File: src/hdl/sct_pkg.sv
`timescale 1ns / 1ps
`default_nettype none
// ----------------------------------------------------------------------------
// sct_pkg
// Shared types and constants of the shell command tokenizer.
// ----------------------------------------------------------------------------
package sct_pkg;

	localparam int Q_DEPTH = 4;
	localparam int Q_AW    = $clog2(Q_DEPTH);

	localparam logic [7:0] CH_NUL    = 8'h00;
	localparam logic [7:0] CH_SPACE  = 8'h20;
	localparam logic [7:0] CH_DQUOTE = 8'h22;
	localparam logic [7:0] CH_HASH   = 8'h23;
	localparam logic [7:0] CH_AMP    = 8'h26;
	localparam logic [7:0] CH_SQUOTE = 8'h27;
	localparam logic [7:0] CH_SEMI   = 8'h3B;
	localparam logic [7:0] CH_LT     = 8'h3C;
	localparam logic [7:0] CH_GT     = 8'h3E;
	localparam logic [7:0] CH_BSL    = 8'h5C;
	localparam logic [7:0] CH_PIPE   = 8'h7C;
	localparam logic [7:0] CH_NL     = 8'h0A;

	localparam logic [3:0] TC_NONE     = 4'd0;
	localparam logic [3:0] TC_SEP      = 4'd1;
	localparam logic [3:0] TC_PIPE     = 4'd2;
	localparam logic [3:0] TC_DAEMON   = 4'd3;
	localparam logic [3:0] TC_SPLIT    = 4'd4;
	localparam logic [3:0] TC_COMMENT  = 4'd5;
	localparam logic [3:0] TC_REDIRECT = 4'd6;
	localparam logic [3:0] TC_SINGLE   = 4'd7;
	localparam logic [3:0] TC_DOUBLE   = 4'd8;
	localparam logic [3:0] TC_WORD     = 4'd9;

	typedef enum logic [3:0] {
		K_ZERO,
		K_SPACE,
		K_SEMI,
		K_PIPE,
		K_AMP,
		K_BSL,
		K_HASH,
		K_LT,
		K_GT,
		K_SQUOTE,
		K_DQUOTE,
		K_OTHER
	} char_kind_t;

	typedef struct packed {
		logic [7:0] data;
		char_kind_t kind;
	} sct_item_t;

endpackage
`default_nettype wire

File: src/hdl/sct_front.sv
`timescale 1ns / 1ps
`default_nettype none
// ----------------------------------------------------------------------------
// sct_front
// Accepts input bytes and tags each with its character kind.
// ----------------------------------------------------------------------------
module sct_front import sct_pkg::*; (
	input  wire logic      clk,
	input  wire logic      arst_n,
	input  wire logic      s_tvalid,
	output logic           s_tready,
	input  wire logic [7:0] s_tdata,   // in_byte[7:0]
	output logic           item_valid,
	input  wire logic      item_ready,
	output sct_item_t      item
);

	logic       valid_s1;
	sct_item_t  item_s1;
	char_kind_t kind;

	always_comb begin
		case (s_tdata) inside
			CH_NUL:              kind = K_ZERO;
			[8'd1:CH_SPACE]:     kind = K_SPACE;
			CH_SEMI:             kind = K_SEMI;
			CH_PIPE:             kind = K_PIPE;
			CH_AMP:              kind = K_AMP;
			CH_BSL:              kind = K_BSL;
			CH_HASH:             kind = K_HASH;
			CH_LT:               kind = K_LT;
			CH_GT:               kind = K_GT;
			CH_SQUOTE:           kind = K_SQUOTE;
			CH_DQUOTE:           kind = K_DQUOTE;
			default:             kind = K_OTHER;
		endcase
	end

	assign s_tready   = !valid_s1 || item_ready;
	assign item_valid = valid_s1;
	assign item       = item_s1;

	always_ff @(posedge clk or negedge arst_n) begin
		if (!arst_n) begin
			valid_s1 <= 1'b0;
		end else if (s_tready) begin
			valid_s1 <= s_tvalid;
		end
	end

	always_ff @(posedge clk) begin
		if (s_tvalid && s_tready) begin
			item_s1.data <= s_tdata;
			item_s1.kind <= kind;
		end
	end

endmodule
`default_nettype wire

File: src/hdl/sct_queue.sv
`timescale 1ns / 1ps
`default_nettype none
// ----------------------------------------------------------------------------
// sct_queue
// Short first-in first-out queue between the front and the back.
// ----------------------------------------------------------------------------
module sct_queue import sct_pkg::*; (
	input  wire logic      clk,
	input  wire logic      arst_n,
	input  wire logic      push_valid,
	output logic           push_ready,
	input  wire sct_item_t push_item,
	output logic           pop_valid,
	input  wire logic      pop_ready,
	output sct_item_t      pop_item
);

	sct_item_t         entry_q [Q_DEPTH];
	logic [Q_AW-1:0]   wptr_q;
	logic [Q_AW-1:0]   rptr_q;
	logic [Q_AW:0]     count_q;
	logic              push;
	logic              pop;

	assign push_ready = (count_q != (Q_AW+1)'(Q_DEPTH));
	assign pop_valid  = (count_q != '0);
	assign pop_item   = entry_q[rptr_q];
	assign push       = push_valid && push_ready;
	assign pop        = pop_valid && pop_ready;

	always_ff @(posedge clk or negedge arst_n) begin
		if (!arst_n) begin
			wptr_q  <= '0;
			rptr_q  <= '0;
			count_q <= '0;
		end else begin
			if (push) begin
				wptr_q <= wptr_q + 1'b1;
			end
			if (pop) begin
				rptr_q <= rptr_q + 1'b1;
			end
			if (push && !pop) begin
				count_q <= count_q + 1'b1;
			end else if (pop && !push) begin
				count_q <= count_q - 1'b1;
			end
		end
	end

	always_ff @(posedge clk) begin
		if (push) begin
			entry_q[wptr_q] <= push_item;
		end
	end

endmodule
`default_nettype wire

File: src/hdl/sct_back.sv
`timescale 1ns / 1ps
`default_nettype none
// ----------------------------------------------------------------------------
// sct_back
// Lexer state machine; turns tagged bytes into registered token results.
// ----------------------------------------------------------------------------
module sct_back import sct_pkg::*; (
	input  wire logic        clk,
	input  wire logic        arst_n,
	input  wire logic        item_valid,
	output logic             item_ready,
	input  wire sct_item_t   item,
	output logic             m_tvalid,
	input  wire logic        m_tready,
	output logic [15:0]      m_tdata,  // out_char[7:0], token_class[11:8], token_start[12],
	                                   // separated_before[13], quote_open[14],
	                                   // drop_backslash[15]
	output logic             m_tlast   // line_end
);

	typedef enum logic [2:0] {
		M_IDLE,
		M_WORD,
		M_COMMENT,
		M_GT,
		M_SQ,
		M_DQ,
		M_DQESC
	} mode_t;

	mode_t      mode_q, mode_n, idle_mode;
	logic       space_q, space_n, idle_space;
	logic [3:0] idle_cls, cls;
	logic       idle_start, idle_sep;
	logic       start, sep, lend, qopen, drop, special;
	logic [7:0] ochar;
	logic       take;

	logic       valid_q;
	logic [7:0] char_q;
	logic [3:0] cls_q;
	logic       start_q, sep_q, lend_q, qopen_q, drop_q;

	assign item_ready = !valid_q || m_tready;
	assign take       = item_valid && item_ready;

	assign special = item.kind inside {K_SEMI, K_PIPE, K_AMP, K_BSL, K_LT, K_GT,
		K_SQUOTE, K_DQUOTE};

	always_comb begin
		idle_cls   = TC_NONE;
		idle_start = 1'b0;
		idle_sep   = 1'b0;
		idle_space = 1'b0;
		idle_mode  = M_IDLE;
		if (item.kind == K_SPACE || item.kind == K_ZERO) begin
			idle_space = 1'b1;
		end else begin
			idle_start = 1'b1;
			idle_sep   = space_q;
			case (item.kind)
				K_SEMI:   idle_cls = TC_SEP;
				K_PIPE:   idle_cls = TC_PIPE;
				K_AMP:    idle_cls = TC_DAEMON;
				K_BSL:    idle_cls = TC_SPLIT;
				K_HASH: begin
					idle_cls  = TC_COMMENT;
					idle_mode = M_COMMENT;
				end
				K_LT:     idle_cls = TC_REDIRECT;
				K_GT: begin
					idle_cls  = TC_REDIRECT;
					idle_mode = M_GT;
				end
				K_SQUOTE: begin
					idle_cls  = TC_SINGLE;
					idle_mode = M_SQ;
				end
				K_DQUOTE: begin
					idle_cls  = TC_DOUBLE;
					idle_mode = M_DQ;
				end
				default: begin
					idle_cls  = TC_WORD;
					idle_mode = M_WORD;
				end
			endcase
		end
	end

	always_comb begin
		ochar   = item.data;
		cls     = TC_NONE;
		start   = 1'b0;
		sep     = 1'b0;
		lend    = 1'b0;
		qopen   = 1'b0;
		drop    = 1'b0;
		mode_n  = mode_q;
		space_n = space_q;
		if (item.kind == K_ZERO) begin
			lend  = 1'b1;
			ochar = CH_NUL;
			if (mode_q == M_SQ || mode_q == M_DQ || mode_q == M_DQESC) begin
				qopen = 1'b1;
				cls   = (mode_q == M_SQ) ? TC_SINGLE : TC_DOUBLE;
				if (mode_q == M_DQESC) begin
					drop   = 1'b1;
					mode_n = M_DQ;
				end else begin
					ochar = CH_NL;
				end
			end else begin
				mode_n  = M_IDLE;
				space_n = 1'b0;
			end
		end else begin
			case (mode_q)
				M_WORD: begin
					if (item.kind != K_SPACE && !special) begin
						cls = TC_WORD;
					end else begin
						cls     = idle_cls;
						start   = idle_start;
						sep     = idle_sep;
						space_n = idle_space;
						mode_n  = idle_mode;
					end
				end
				M_COMMENT: cls = TC_COMMENT;
				M_GT: begin
					if (item.kind == K_GT) begin
						cls    = TC_REDIRECT;
						mode_n = M_IDLE;
					end else begin
						cls     = idle_cls;
						start   = idle_start;
						sep     = idle_sep;
						space_n = idle_space;
						mode_n  = idle_mode;
					end
				end
				M_SQ: begin
					cls = TC_SINGLE;
					if (item.kind == K_SQUOTE) begin
						mode_n = M_IDLE;
					end
				end
				M_DQ: begin
					cls = TC_DOUBLE;
					if (item.kind == K_BSL) begin
						mode_n = M_DQESC;
					end else if (item.kind == K_DQUOTE) begin
						mode_n = M_IDLE;
					end
				end
				M_DQESC: begin
					cls    = TC_DOUBLE;
					mode_n = M_DQ;
				end
				default: begin
					cls     = idle_cls;
					start   = idle_start;
					sep     = idle_sep;
					space_n = idle_space;
					mode_n  = idle_mode;
				end
			endcase
		end
	end

	always_ff @(posedge clk or negedge arst_n) begin
		if (!arst_n) begin
			mode_q  <= M_IDLE;
			space_q <= 1'b0;
			valid_q <= 1'b0;
			char_q  <= '0;
			cls_q   <= TC_NONE;
			start_q <= 1'b0;
			sep_q   <= 1'b0;
			lend_q  <= 1'b0;
			qopen_q <= 1'b0;
			drop_q  <= 1'b0;
		end else if (item_ready) begin
			valid_q <= item_valid;
			if (take) begin
				mode_q  <= mode_n;
				space_q <= space_n;
				char_q  <= ochar;
				cls_q   <= cls;
				start_q <= start;
				sep_q   <= sep;
				lend_q  <= lend;
				qopen_q <= qopen;
				drop_q  <= drop;
			end
		end
	end

	assign m_tvalid = valid_q;
	assign m_tdata  = {drop_q, qopen_q, sep_q, start_q, cls_q, char_q};
	assign m_tlast  = lend_q;

endmodule
`default_nettype wire

File: src/hdl/shell_command_tokenizer_core.sv
`timescale 1ns / 1ps
`default_nettype none
// ----------------------------------------------------------------------------
// shell_command_tokenizer_core
// Byte-serial shell command-line tokenizer.
// ----------------------------------------------------------------------------
// One byte enters per transaction on the slave side, a zero byte ending the
// line; one result leaves per byte on the master side, tlast marking the
// result of the zero byte. The block sustains one byte per clock while the
// master side does not stall: the front register classifies the byte, a
// four-entry queue buffers it, and the lexer state machine in the back updates
// its mode and loads the output register in the same cycle. A stalled master
// side fills the queue before the slave side stops.
// ----------------------------------------------------------------------------
module shell_command_tokenizer_core import sct_pkg::*; (
	input  wire logic        clk,
	input  wire logic        arst_n,
	input  wire logic        s_tvalid,
	output logic             s_tready,
	input  wire logic [7:0]  s_tdata,  // in_byte[7:0]
	output logic             m_tvalid,
	input  wire logic        m_tready,
	output logic [15:0]      m_tdata,  // out_char[7:0], token_class[11:8], token_start[12],
	                                   // separated_before[13], quote_open[14],
	                                   // drop_backslash[15]
	output logic             m_tlast   // line_end
);

	logic      f_valid, f_ready;
	sct_item_t f_item;
	logic      b_valid, b_ready;
	sct_item_t b_item;

	sct_front u_front (
		.clk        (clk),
		.arst_n     (arst_n),
		.s_tvalid   (s_tvalid),
		.s_tready   (s_tready),
		.s_tdata    (s_tdata),
		.item_valid (f_valid),
		.item_ready (f_ready),
		.item       (f_item)
	);

	sct_queue u_queue (
		.clk        (clk),
		.arst_n     (arst_n),
		.push_valid (f_valid),
		.push_ready (f_ready),
		.push_item  (f_item),
		.pop_valid  (b_valid),
		.pop_ready  (b_ready),
		.pop_item   (b_item)
	);

	sct_back u_back (
		.clk        (clk),
		.arst_n     (arst_n),
		.item_valid (b_valid),
		.item_ready (b_ready),
		.item       (b_item),
		.m_tvalid   (m_tvalid),
		.m_tready   (m_tready),
		.m_tdata    (m_tdata),
		.m_tlast    (m_tlast)
	);

endmodule
`default_nettype wire

File: config.mk
export PLATFORM = sky130hd
export DESIGN_NAME = shell_command_tokenizer_core
export DESIGN_NICKNAME = d
export VERILOG_FILES = /design/src/hdl/sct_pkg.sv /design/src/hdl/sct_front.sv /design/src/hdl/sct_queue.sv /design/src/hdl/sct_back.sv /design/src/hdl/shell_command_tokenizer_core.sv
export SDC_FILE = /design/constraint.sdc
export NUM_CORES = 1
export LEC_CHECK = 0
export BUFFER_PORTS_ARGS = -buffer_cell sky130_fd_sc_hd__buf_2
export CORE_MARGIN = 2
export CORE_UTILIZATION = 54
export CTS_BUF_LIST = sky130_fd_sc_hd__clkbuf_8
export DETAILED_ROUTE_END_ITERATION = 6
export PLACE_DENSITY = 0.73
export SLEW_MARGIN = 20
export SYNTH_ARGS = -nofsm -noshare
export SYNTH_HDL_FRONTEND = slang
export SYNTH_HIERARCHICAL = 1
export SYNTH_SLANG_ARGS = --single-unit
File: constraint.sdc
create_clock -name clk -period 3.13 [get_ports clk]
set_input_delay 0.1565 -clock clk [delete_from_list [all_inputs] [get_ports clk]]
set_output_delay 0.1565 -clock clk [all_outputs]
set_load 0.05 [all_outputs]
==> results.txt, run 1 <==
initial antenna violation count = 0
Distinct cells, synth = 64
Starting DRT DRC Count = 135
Post-synth EDFFs = 60
CTS resizes = 0
post-route setup TNS = 0 ns
critical path required time = 3.37 ns
CTS sink count = 90
synthesized area = 4210 µm²
via density per instance = 5.90
Crit Path Max Fanout = 13
Tcrit/Tclk final = 89.0%
Pleak = 0.00176 µW
syn nets = 329
syn avg cell area = 13.5 µm²
number of synthesized register bits = 90
PnR worst setup slack = 0.343 ns
first-pass GRT wire length = 13,000 µm
Post-route DRC = 0
CTS clock-pin slew for the worst setup and hold paths = 0.09 ns
FILL cells = 586
unrepaired setup endpoints after global routing = no
Core Area = 7650 µm²
Initial Util = 55.1%
I/O pin total = 31
Die W = 92.3 µm
crit-path cells = mux4_2 > or4_1 > nor3_4 > nand2_2 > o31ai_2 > mux2_1
Post-Synthesis Cells = 311
share of the synthesized area in the top cell type = 42.8%
CP startpoint kind = flip-flop
final hold slack = 0.0785 ns
outcome = completed
slowest CP cell = mux4_2
Area growth syn-to-layout = 10.9%
total grt overflow = 0
Max Freq = 359 MHz
CTS Buffer Depth = 2
FFs w/ async S/R, synth = 33.3%
most area-hungry cell type in the Yosys netlist = edfxtp_1
pwr/cell area = 1050 nW/µm²
nets = 361
via count = 2,656
Top FF cell, synth = edfxtp_1
peak per-stage delay on the critical path = 0.69 ns
Synth warnings = 6
first drt pass iteration count = 4
Hold Fails Final Rpt = 0
sequential share of the synthesized area = 60.6%
share of post-route cells with drive strength above 1 = 21.0%
row cnt = 32
synth cell count leaders = 60 x edfxtp_1, 30 x dfrtp_1, 22 x nand2_1
Die ar. = 8520 µm²
root buf cell = clkbuf_8
gr usage total = 19.9%
multi-input logic area = 1500 µm²
Setup violations, final = 0
Final Skew = 0.00932 ns
HPWL after detailed placement = 5330 µm
setup bufs post-CTS = 0
register area = 2550 µm²
dpl cell area = 4430 µm²
worst slew pin tran = 0.866 ns
Final ANT Viol Nets = 0
gp weighted congestion = 0.877
Max Slew Vio Count = 0
WL/cell = 17.4 µm
max-capacitance violation count = 0
H-tree depth = 3
post-route minimum period = 2.79 ns
DP Worst Slack = 0.343 ns
die height = 92.3 µm
top cells by area, synth = edfxtp_1 43%, dfrtp_1 18%, mux4_2 4.3%, mux4_1 2.5%, nand2_1 2.0%
cell area after layout = 4670 µm²
largest net degree at the start of global routing = 31
number of global-route vias before repair = 2,557
data arrival time of the worst path = 3.03 ns
clk_lat worst skew = 0.35 ns
Num CTS Buffers = 9
most numerous cell in the Yosys netlist = edfxtp_1
n_diodes = 0
Slew HR = 41.9%
drt total wl = 7840 µm
CTS tree = done
VDD IR max = 0.414 mV
Hold Path Class = input port to flip-flop
Setup CP Type = flip-flop to flip-flop
capturing element type of the critical path = flip-flop
PortBufs = 30
-- power by group --
group / switching (µW) / internal, µW
clock: 414 / 458
sequential: 263 / 1630
combinational: 1330 / 808
total: 2010 / 2900
-- worst max-delay path: cells and delay by family (launching register included) --
kind | cells | cell delay, ns
AO/OA/AOI/OAI | 1 | 0.07
AND/OR/NAND/NOR | 3 | 0.96
multiplexers | 2 | 1.05
flip-flops | 1 | 0.59
-- stage by stage --
step | total power, µW | utilization, % | std cells
after detailed placement | 4050 | 57.9 | 432
after global routing | 5220 | 61.0 | 450
final | 4910 | 61.0 | 450
after floorplan | 3590 | - | 311
after global placement | 3990 | 57.9 | 432
after CTS | 4930 | 61.0 | 450
-- cell type report --
cell class	count	area share (%)
Clock buffer	9	2.65
Clock inverter	7	2.12
Inverter	10	0.804
Multi-Input combinational cell	192	32.1
Sequential cell	90	54.7
Tap cell	102	2.73
Timing Repair Buffer	40	4.93
-- registers in the layout, summed over array words and instances (netlist names), 2 cells and up --
signal           flops
u_back/char_q        8
u_back/cls_q         4
u_back/mode_q        3
u_front/item        12
u_queue/count_q      3
u_queue/entry_q     48
u_queue/rptr_q       2
u_queue/wptr_q       2
-- timing repair --
item	in CTS	in global routing
endpoints found under the setup margin	0	0
hold buffers	2	0
endpoints found under the hold margin	31	0
-- path summary, 6_finish.rpt --
kind / start / endpoint / cells past startpoint / slack (ns)
hold reg to reg: u_back/cls_q[3]$_DFFE_PN0P_ / u_back/cls_q[3]$_DFFE_PN0P_ / 2 / 0.48
min in group asynchronous: arst_n / u_back/char_q[6]$_DFFE_PN0P_ / 2 / 0.37
setup / recovery: u_queue/rptr_q[0]$_DFFE_PN0P_ / u_back/mode_q[0]$_DFFE_PN0P_ / 6 / 0.34
hold / removal: s_tdata[1] / u_front/item[5]$_DFFE_PP_ / 1 / 0.08
setup reg to reg: u_queue/rptr_q[0]$_DFFE_PN0P_ / u_back/mode_q[0]$_DFFE_PN0P_ / 6 / 0.34
max in group asynchronous: arst_n / u_back/char_q[7]$_DFFE_PN0P_ / 2 / 2.31
-- logic make-up after synthesis --
| group | after synthesis | synth area share (%) |
|---|---|---|
| AOI/OAI and AO/OA | 70 | 11.6 |
| xor gates and xnor gates | 10 | 2.08 |
| adders and majority gates | 6 | 1.96 |
| buffers and inverters | 29 | 3.80 |
| DFF | 90 | 60.6 |
| muxes | 16 | 7.85 |
| and+or+nand+nor | 90 | 12.0 |
-- placed cells by master (no fill, tap or decap), types with 4 or more instances in the layout --
| cell | synthesis | routed |
|---|---|---|
| buf_4 | 5 | 8 |
| a22o_1 | 8 | 8 |
| o211ai_1 | 6 | 6 |
| o22ai_1 | 4 | 4 |
| a31oi_1 | 6 | 6 |
| edfxtp_1 | 60 | 60 |
| and2_1 | 5 | 5 |
| buf_2 | 6 | 30 |
| mux4_2 | 8 | 8 |
| inv_1 | 10 | 10 |
| nor4_1 | 4 | 4 |
| nand2_1 | 22 | 22 |
| clkbuf_8 | 0 | 9 |
| xnor2_1 | 5 | 5 |
| mux4_1 | 4 | 4 |
| a21oi_1 | 10 | 10 |
| ha_1 | 5 | 5 |
| nand2b_1 | 9 | 9 |
| o21ai_0 | 12 | 12 |
| xor2_1 | 5 | 5 |
| nor2_1 | 12 | 12 |
| nand3_1 | 8 | 8 |
| dfrtp_1 | 30 | 30 |
-- per-layer routing --
metal	part of all wire [%]	track usage (%)	vias up
li1	-	-	1256
met1	44	26.2	1301
met2	50	32.8	90
met3	5.1	5.61	9
met4	1.2	5.22	0
met5	0	0	-
Power figures use the tool's default switching activity.
==> run 2: changes to the inputs <==
- CTS_BUF_LIST: sky130_fd_sc_hd__clkbuf_8 -> unset
- TNS_END_PERCENT: unset -> 30
- clock period: 3.13 -> 3 ns (I/O delays scaled with it)
==> results.txt, run 2 (synthesis gave the netlist of run 1 again) <==
VDD IR max = 0.374 mV (-9.6%)
most frequent cells in the layout = 60 x edfxtp_1, 30 x buf_2, 29 x dfrtp_1
Top reg by flops = u_queue/entry_q
share of post-route cells with drive strength above 1 = 21.3% (+0.29 points)
multi-input logic area = 1500 µm² (unchanged)
outcome = completed
max-capacitance violation count = 0 (unchanged)
n_diodes = 0 (unchanged)
Hold Fails Final Rpt = 0 (unchanged)
RR Endpoint = u_back/mode_q[0]$_DFFE_PN0P_
reg-to-reg setup timing slack = 0.30 ns (-0.04 ns)
Setup violations, final = 0 (unchanged)
unrepaired setup endpoints after global routing = no
total grt overflow = 0 (unchanged)
PortBufs = 30 (unchanged)
initial antenna violation count = 0 (unchanged)
crit path to = u_back/mode_q[0]$_DFFE_PN0P_
Num CTS Buffers = 9 (unchanged)
Hold Path Class = input port to flip-flop
I/O pin total = 31 (unchanged)
critical path required time = 3.22 ns (-0.15 ns)
clk_lat worst skew = 0.35 ns (about the same)
CTS Buffer Depth = 2 (unchanged)
cell area after layout = 4650 µm² (-0.29%)
via count = 2,658 (+0.075%)
Die ar. = 8520 µm² (unchanged)
dpl cell area = 4430 µm² (unchanged)
CTS sink count = 90 (unchanged)
capturing element type of the critical path = flip-flop
WL/cell = 17.4 µm (+0.13%)
drt total wl = 7850 µm (+0.13%)
Final Skew = 0.0116 ns (+0.00227 ns)
post-route setup TNS = 0 ns (unchanged)
Worst Reg-to-Reg Cells = 6 (unchanged)
Max Slew Vio Count = 0 (unchanged)
first-pass GRT wire length = 12,800 µm (-1.4%)
gr usage total = 19.7% (-0.17 points)
final hold slack = 0.0757 ns (-0.00282 ns)
post-route minimum period = 2.70 ns (-0.0862 ns)
die height = 92.3 µm (unchanged)
CP startpoint kind = flip-flop
data arrival time of the worst path = 2.92 ns (-0.11 ns)
gp weighted congestion = 0.909 (+3.6%)
Area growth syn-to-layout = 10.5%
nets = 361 (unchanged)
Slew HR = 41.0% (-0.96 points)
FILL cells = 592 (+1.0%)
register area = 2550 µm² (about the same)
Initial Util = 55.1% (unchanged)
number of global-route vias before repair = 2,612 (+2.2%)
worst slew pin tran = 0.881 ns (+0.0143 ns)
Starting DRT DRC Count = 127 (-5.9%)
Final ANT Viol Nets = 0 (unchanged)
CP Launch Point = u_queue/rptr_q[0]$_DFFE_PN0P_
Core Area = 7650 µm² (unchanged)
largest net degree at the start of global routing = 31 (unchanged)
HPWL after detailed placement = 5430 µm (+2.0%)
via density per instance = 5.91 (about the same)
Max Freq = 370 MHz (+3.2%)
CTS clock-pin slew for the worst setup and hold paths = 0.09 ns (about the same)
Crit Path Max Fanout = 13 (unchanged)
Setup CP Type = flip-flop to flip-flop
reg2reg start = u_queue/rptr_q[0]$_DFFE_PN0P_
max reg flops = 48 (unchanged)
root buf cell = clkbuf_8
first drt pass iteration count = 4 (unchanged)
Post-route DRC = 0 (unchanged)
CTS tree = done
row cnt = 32 (unchanged)
Tcrit/Tclk final = 90.0% (+0.99 points)
most common cell after layout, fill and taps aside = edfxtp_1
H-tree depth = 3 (unchanged)
pwr/cell area = 1080 nW/µm² (+3.0%)
Pleak = 0.00175 µW (-0.53%)
Die W = 92.3 µm (unchanged)
==> run 2: cell count changes in the layout (fill, tap and decap cells not counted), sizes merged <==
cell	change
clkbuf	+1
bufinv	-1
==> run 2: how the worst min path moves through the flow <==
stage / endpoint / depth (start not counted) / startpoint
5_1_grt: u_front/item[11]$_DFFE_PP_ / 1 / s_tdata[7]
3_3_place_gp: u_back/cls_q[2]$_DFFE_PN0P_ / 1 / arst_n
4_1_cts: u_front/item[8]$_DFFE_PP_ / 1 / s_tdata[4]
3_5_place_dp: u_back/cls_q[2]$_DFFE_PN0P_ / 1 / arst_n
2_1_floorplan: u_back/char_q[0]$_DFFE_PN0P_ / 0 / arst_n
6_report: u_front/item[8]$_DFFE_PP_ / 1 / s_tdata[4]
==> run 2: routing by layer <==
| layer | vias up | track usage (%) | part of all wire, % |
|---|---|---|---|
| met3 | 8 | 3.25 | 4.4 |
| li1 | 1251 | - | - |
| met4 | 0 | 9.45 | 1.6 |
| met2 | 74 | 31.2 | 49 |
| met5 | - | 0 | 0 |
| met1 | 1325 | 26.9 | 45 |
==> run 2: where the power goes <==
group	internal [µW]	switching (µW)	total, µW
registers	1710	265	1970
clock network	417	427	844
logic	842	1390	2230
==> run 2: metrics by stage <==
stage,std cells,setup slack (ns),utilization (%),total power (µW)
after detailed placement,432,0.189,57.9,4230
final,450,0.299,60.9,5050
after global routing,450,0.0489,60.9,5360
after floorplan,311,0.410,-,3750
after CTS,450,0.145,60.8,5080
after global placement,432,0.290,57.9,4170
==> run 2: layout make-up <==
type                       count  share of cell area [%]
timing repair buffer          40                    4.95
clock inverter                 6                    1.51
inverter                      10                   0.806
sequential                    90                    54.9
multi-input combinational    192                    32.2
clock buffer                  10                    2.96
tap                          102                    2.74
==> run 2: what timing repair did <==
item / 4_1_cts / 5_1_grt
hold buffers: 2 / 0
endpoints found under the hold margin: 31 / 0
setup buffers: 0 / 0
gates resized for setup: 0 / 1
setup endpoints to repair: 0 / 1
==> run 2: worst max-delay path: stages, from the launching register on <==
cell	delay, ns
dfrtp_2	0.50
mux4_2	0.67
or4_1	0.69
nor3_4	0.21
nand2_2	0.07
o31ai_2	0.07
mux2_1	0.36
==> run 3: changes to the inputs <==
- GPL_TIMING_DRIVEN: unset -> 0
- REMOVE_ABC_BUFFERS: unset -> 1
==> results.txt, run 3 (synthesis gave the netlist of run 1 again) <==
via count = 2,668 (+0.38%)
crit-path cells = mux4_2 > nand2b_1 > o22ai_1 > o211ai_1 > o31ai_2 > mux2_1
unrepaired setup endpoints after global routing = no
Setup CP Type = flip-flop to flip-flop
CTS clock-pin slew for the worst setup and hold paths = 0.10 ns (about the same)
nets = 355 (-1.7%)
Slew HR = 39.1% (-1.9 points)
reg2reg start = u_queue/rptr_q[0]$_DFFE_PN0P_
Initial Util = 55.1% (unchanged)
final hold slack = 0.0618 ns (-0.0139 ns)
Final ANT Viol Nets = 0 (unchanged)
CP Launch Point = u_queue/rptr_q[0]$_DFFE_PN0P_
outcome = completed
pwr/cell area = 1080 nW/µm² (-0.31%)
initial antenna violation count = 0 (unchanged)
max reg flops = 48 (unchanged)
die height = 92.3 µm (unchanged)
Top reg by flops = u_queue/entry_q
Die ar. = 8520 µm² (unchanged)
Num CTS Buffers = 9 (unchanged)
root buf cell = clkbuf_8
Hold Path Class = input port to flip-flop
first-pass GRT wire length = 13,000 µm (+1.2%)
Core Area = 7650 µm² (unchanged)
most common cell after layout, fill and taps aside = edfxtp_1
Die W = 92.3 µm (unchanged)
I/O pin total = 31 (unchanged)
capturing element type of the critical path = flip-flop
Final Skew = 0.0151 ns (+0.00353 ns)
CTS Buffer Depth = 2 (unchanged)
Max Freq = 349 MHz (-5.6%)
gp weighted congestion = 0.861 (-5.2%)
Post-route DRC = 0 (unchanged)
Area growth syn-to-layout = 9.66%
total grt overflow = 0 (unchanged)
worst slew pin tran = 0.909 ns (+0.0281 ns)
PnR worst setup slack = 0.138 ns (-0.161 ns)
post-route minimum period = 2.86 ns (+0.161 ns)
max-capacitance violation count = 0 (unchanged)
Hold Fails Final Rpt = 0 (unchanged)
share of post-route cells with drive strength above 1 = 20.2% (-1.1 points)
final core utilization = 60.4% (-0.49 points)
VDD IR max = 0.543 mV (+45%)
data arrival time of the worst path = 3.11 ns (+0.19 ns)
Setup violations, final = 0 (unchanged)
Tcrit/Tclk final = 95.4% (+5.4 points)
H-tree depth = 3 (unchanged)
largest net degree at the start of global routing = 31 (unchanged)
CTS tree = done
Starting DRT DRC Count = 188 (+48%)
HPWL after detailed placement = 5120 µm (-5.9%)
most frequent cells in the layout = 60 x edfxtp_1, 30 x buf_2, 29 x dfrtp_1
Pleak = 0.00172 µW (-1.9%)
clk_lat worst skew = 0.35 ns (about the same)
CP startpoint kind = flip-flop
Max Slew Vio Count = 0 (unchanged)
WL/cell = 17.7 µm (+1.7%)
slowest CP cell = mux4_2
PortBufs = 30 (unchanged)
number of global-route vias before repair = 2,599 (-0.50%)
row cnt = 32 (unchanged)
peak per-stage delay on the critical path = 0.70 ns (about the same)
first drt pass iteration count = 4 (unchanged)
Crit Path Max Fanout = 14 (+1)
DP Worst Slack = -0.393 ns (-0.582 ns)
FILL cells = 592 (unchanged)
critical path required time = 3.25 ns (+0.03 ns)
n_diodes = 0 (unchanged)
hold path start = s_tdata[1]
drt total wl = 7880 µm (+0.38%)
CTS sink count = 90 (unchanged)
via density per instance = 6.01 (+1.7%)
gr usage total = 19.9% (+0.20 points)
-- run 3: cell count changes in the layout (fill, tap and decap cells not counted), sizes merged --
cell | before | now
clkinvlp | 0 | 1
buf | 38 | 32
clkinv | 2 | 3
bufinv | 1 | 0
clkbuf | 10 | 9
-- run 3: final timing paths --
| path | endpoint | slack, ns | cells after the start |
|---|---|---|---|
| worst min-delay path | u_front/item[5]$_DFFE_PP_ | 0.06 | 1 |
| max in group asynchronous | u_queue/rptr_q[0]$_DFFE_PN0P_ | 2.12 | 2 |
| worst min register to register | u_back/m_tlast$_DFFE_PN0P_ | 0.48 | 1 |
| worst max-delay path | u_back/mode_q[0]$_DFFE_PN0P_ | 0.14 | 6 |
| min in group asynchronous | u_back/m_tlast$_DFFE_PN0P_ | 0.37 | 2 |
| worst max register to register | u_back/mode_q[0]$_DFFE_PN0P_ | 0.14 | 6 |
-- run 3: worst max-delay path, delay by kind of cell (launching register included) --
family	cells	cell delay [ns]
AOI/OAI and AO/OA	3	0.77
DFF	1	0.61
muxes	2	1.04
and+or+nand+nor	1	0.33
-- run 3: stage by stage --
| stage | total power, µW | TNS [ns] | cells | area, µm² |
|---|---|---|---|---|
| 2_1_floorplan | 3610 | 0 | 292 | 4090 |
| 3_3_place_gp | 4110 | -0.935 | 424 | 4370 |
| 3_5_place_dp | 4170 | -1.06 | 424 | 4370 |
| 4_1_cts | 5010 | 0 | 444 | 4610 |
| 5_1_grt | 5290 | 0 | 444 | 4620 |
| 6_report | 4990 | 0 | 444 | 4620 |
-- run 3: layer usage --
metal | share of wire, % | vias up | GRT usage, %
met2 | 50 | 100 | 33.3
met4 | 1.4 | 0 | 7.34
li1 | - | 1244 | -
met5 | 0 | - | 0
met1 | 43 | 1308 | 25.9
met3 | 5.0 | 16 | 4.15
-- run 3: power by group --
part / switching, µW / leakage [µW] / total [µW] / internal, µW
registers: 312 / 0.000912 / 2020 / 1710
clock network: 479 / 0.000101 / 812 / 333
logic: 1360 / 0.000705 / 2160 / 801
total: 2150 / 0.00172 / 4990 / 2840
-- run 3: repair_timing --
| item | in CTS | in global routing |
|---|---|---|
| endpoints found under the setup margin | 9 | 3 |
| pin swaps | 1 | 0 |
| hold buffers | 2 | 0 |
| endpoints found under the hold margin | 31 | 0 |
| resized for setup | 2 | 1 |
| setup buffers | 2 | 0 |
| cloned | 0 | 0 |
-- run 3: final cells by class --
| cell class | count | area, µm² | share of cell area [%] |
|---|---|---|---|
| clock buffer | 9 | 124 | 2.68 |
| clock inverter | 7 | 85.1 | 1.84 |
| inverter | 10 | 37.5 | 0.813 |
| multi-input combinational | 192 | 1500 | 32.5 |
| sequential | 90 | 2560 | 55.4 |
| tap | 102 | 128 | 2.76 |
| timing repair buffer | 34 | 185 | 4.01 |
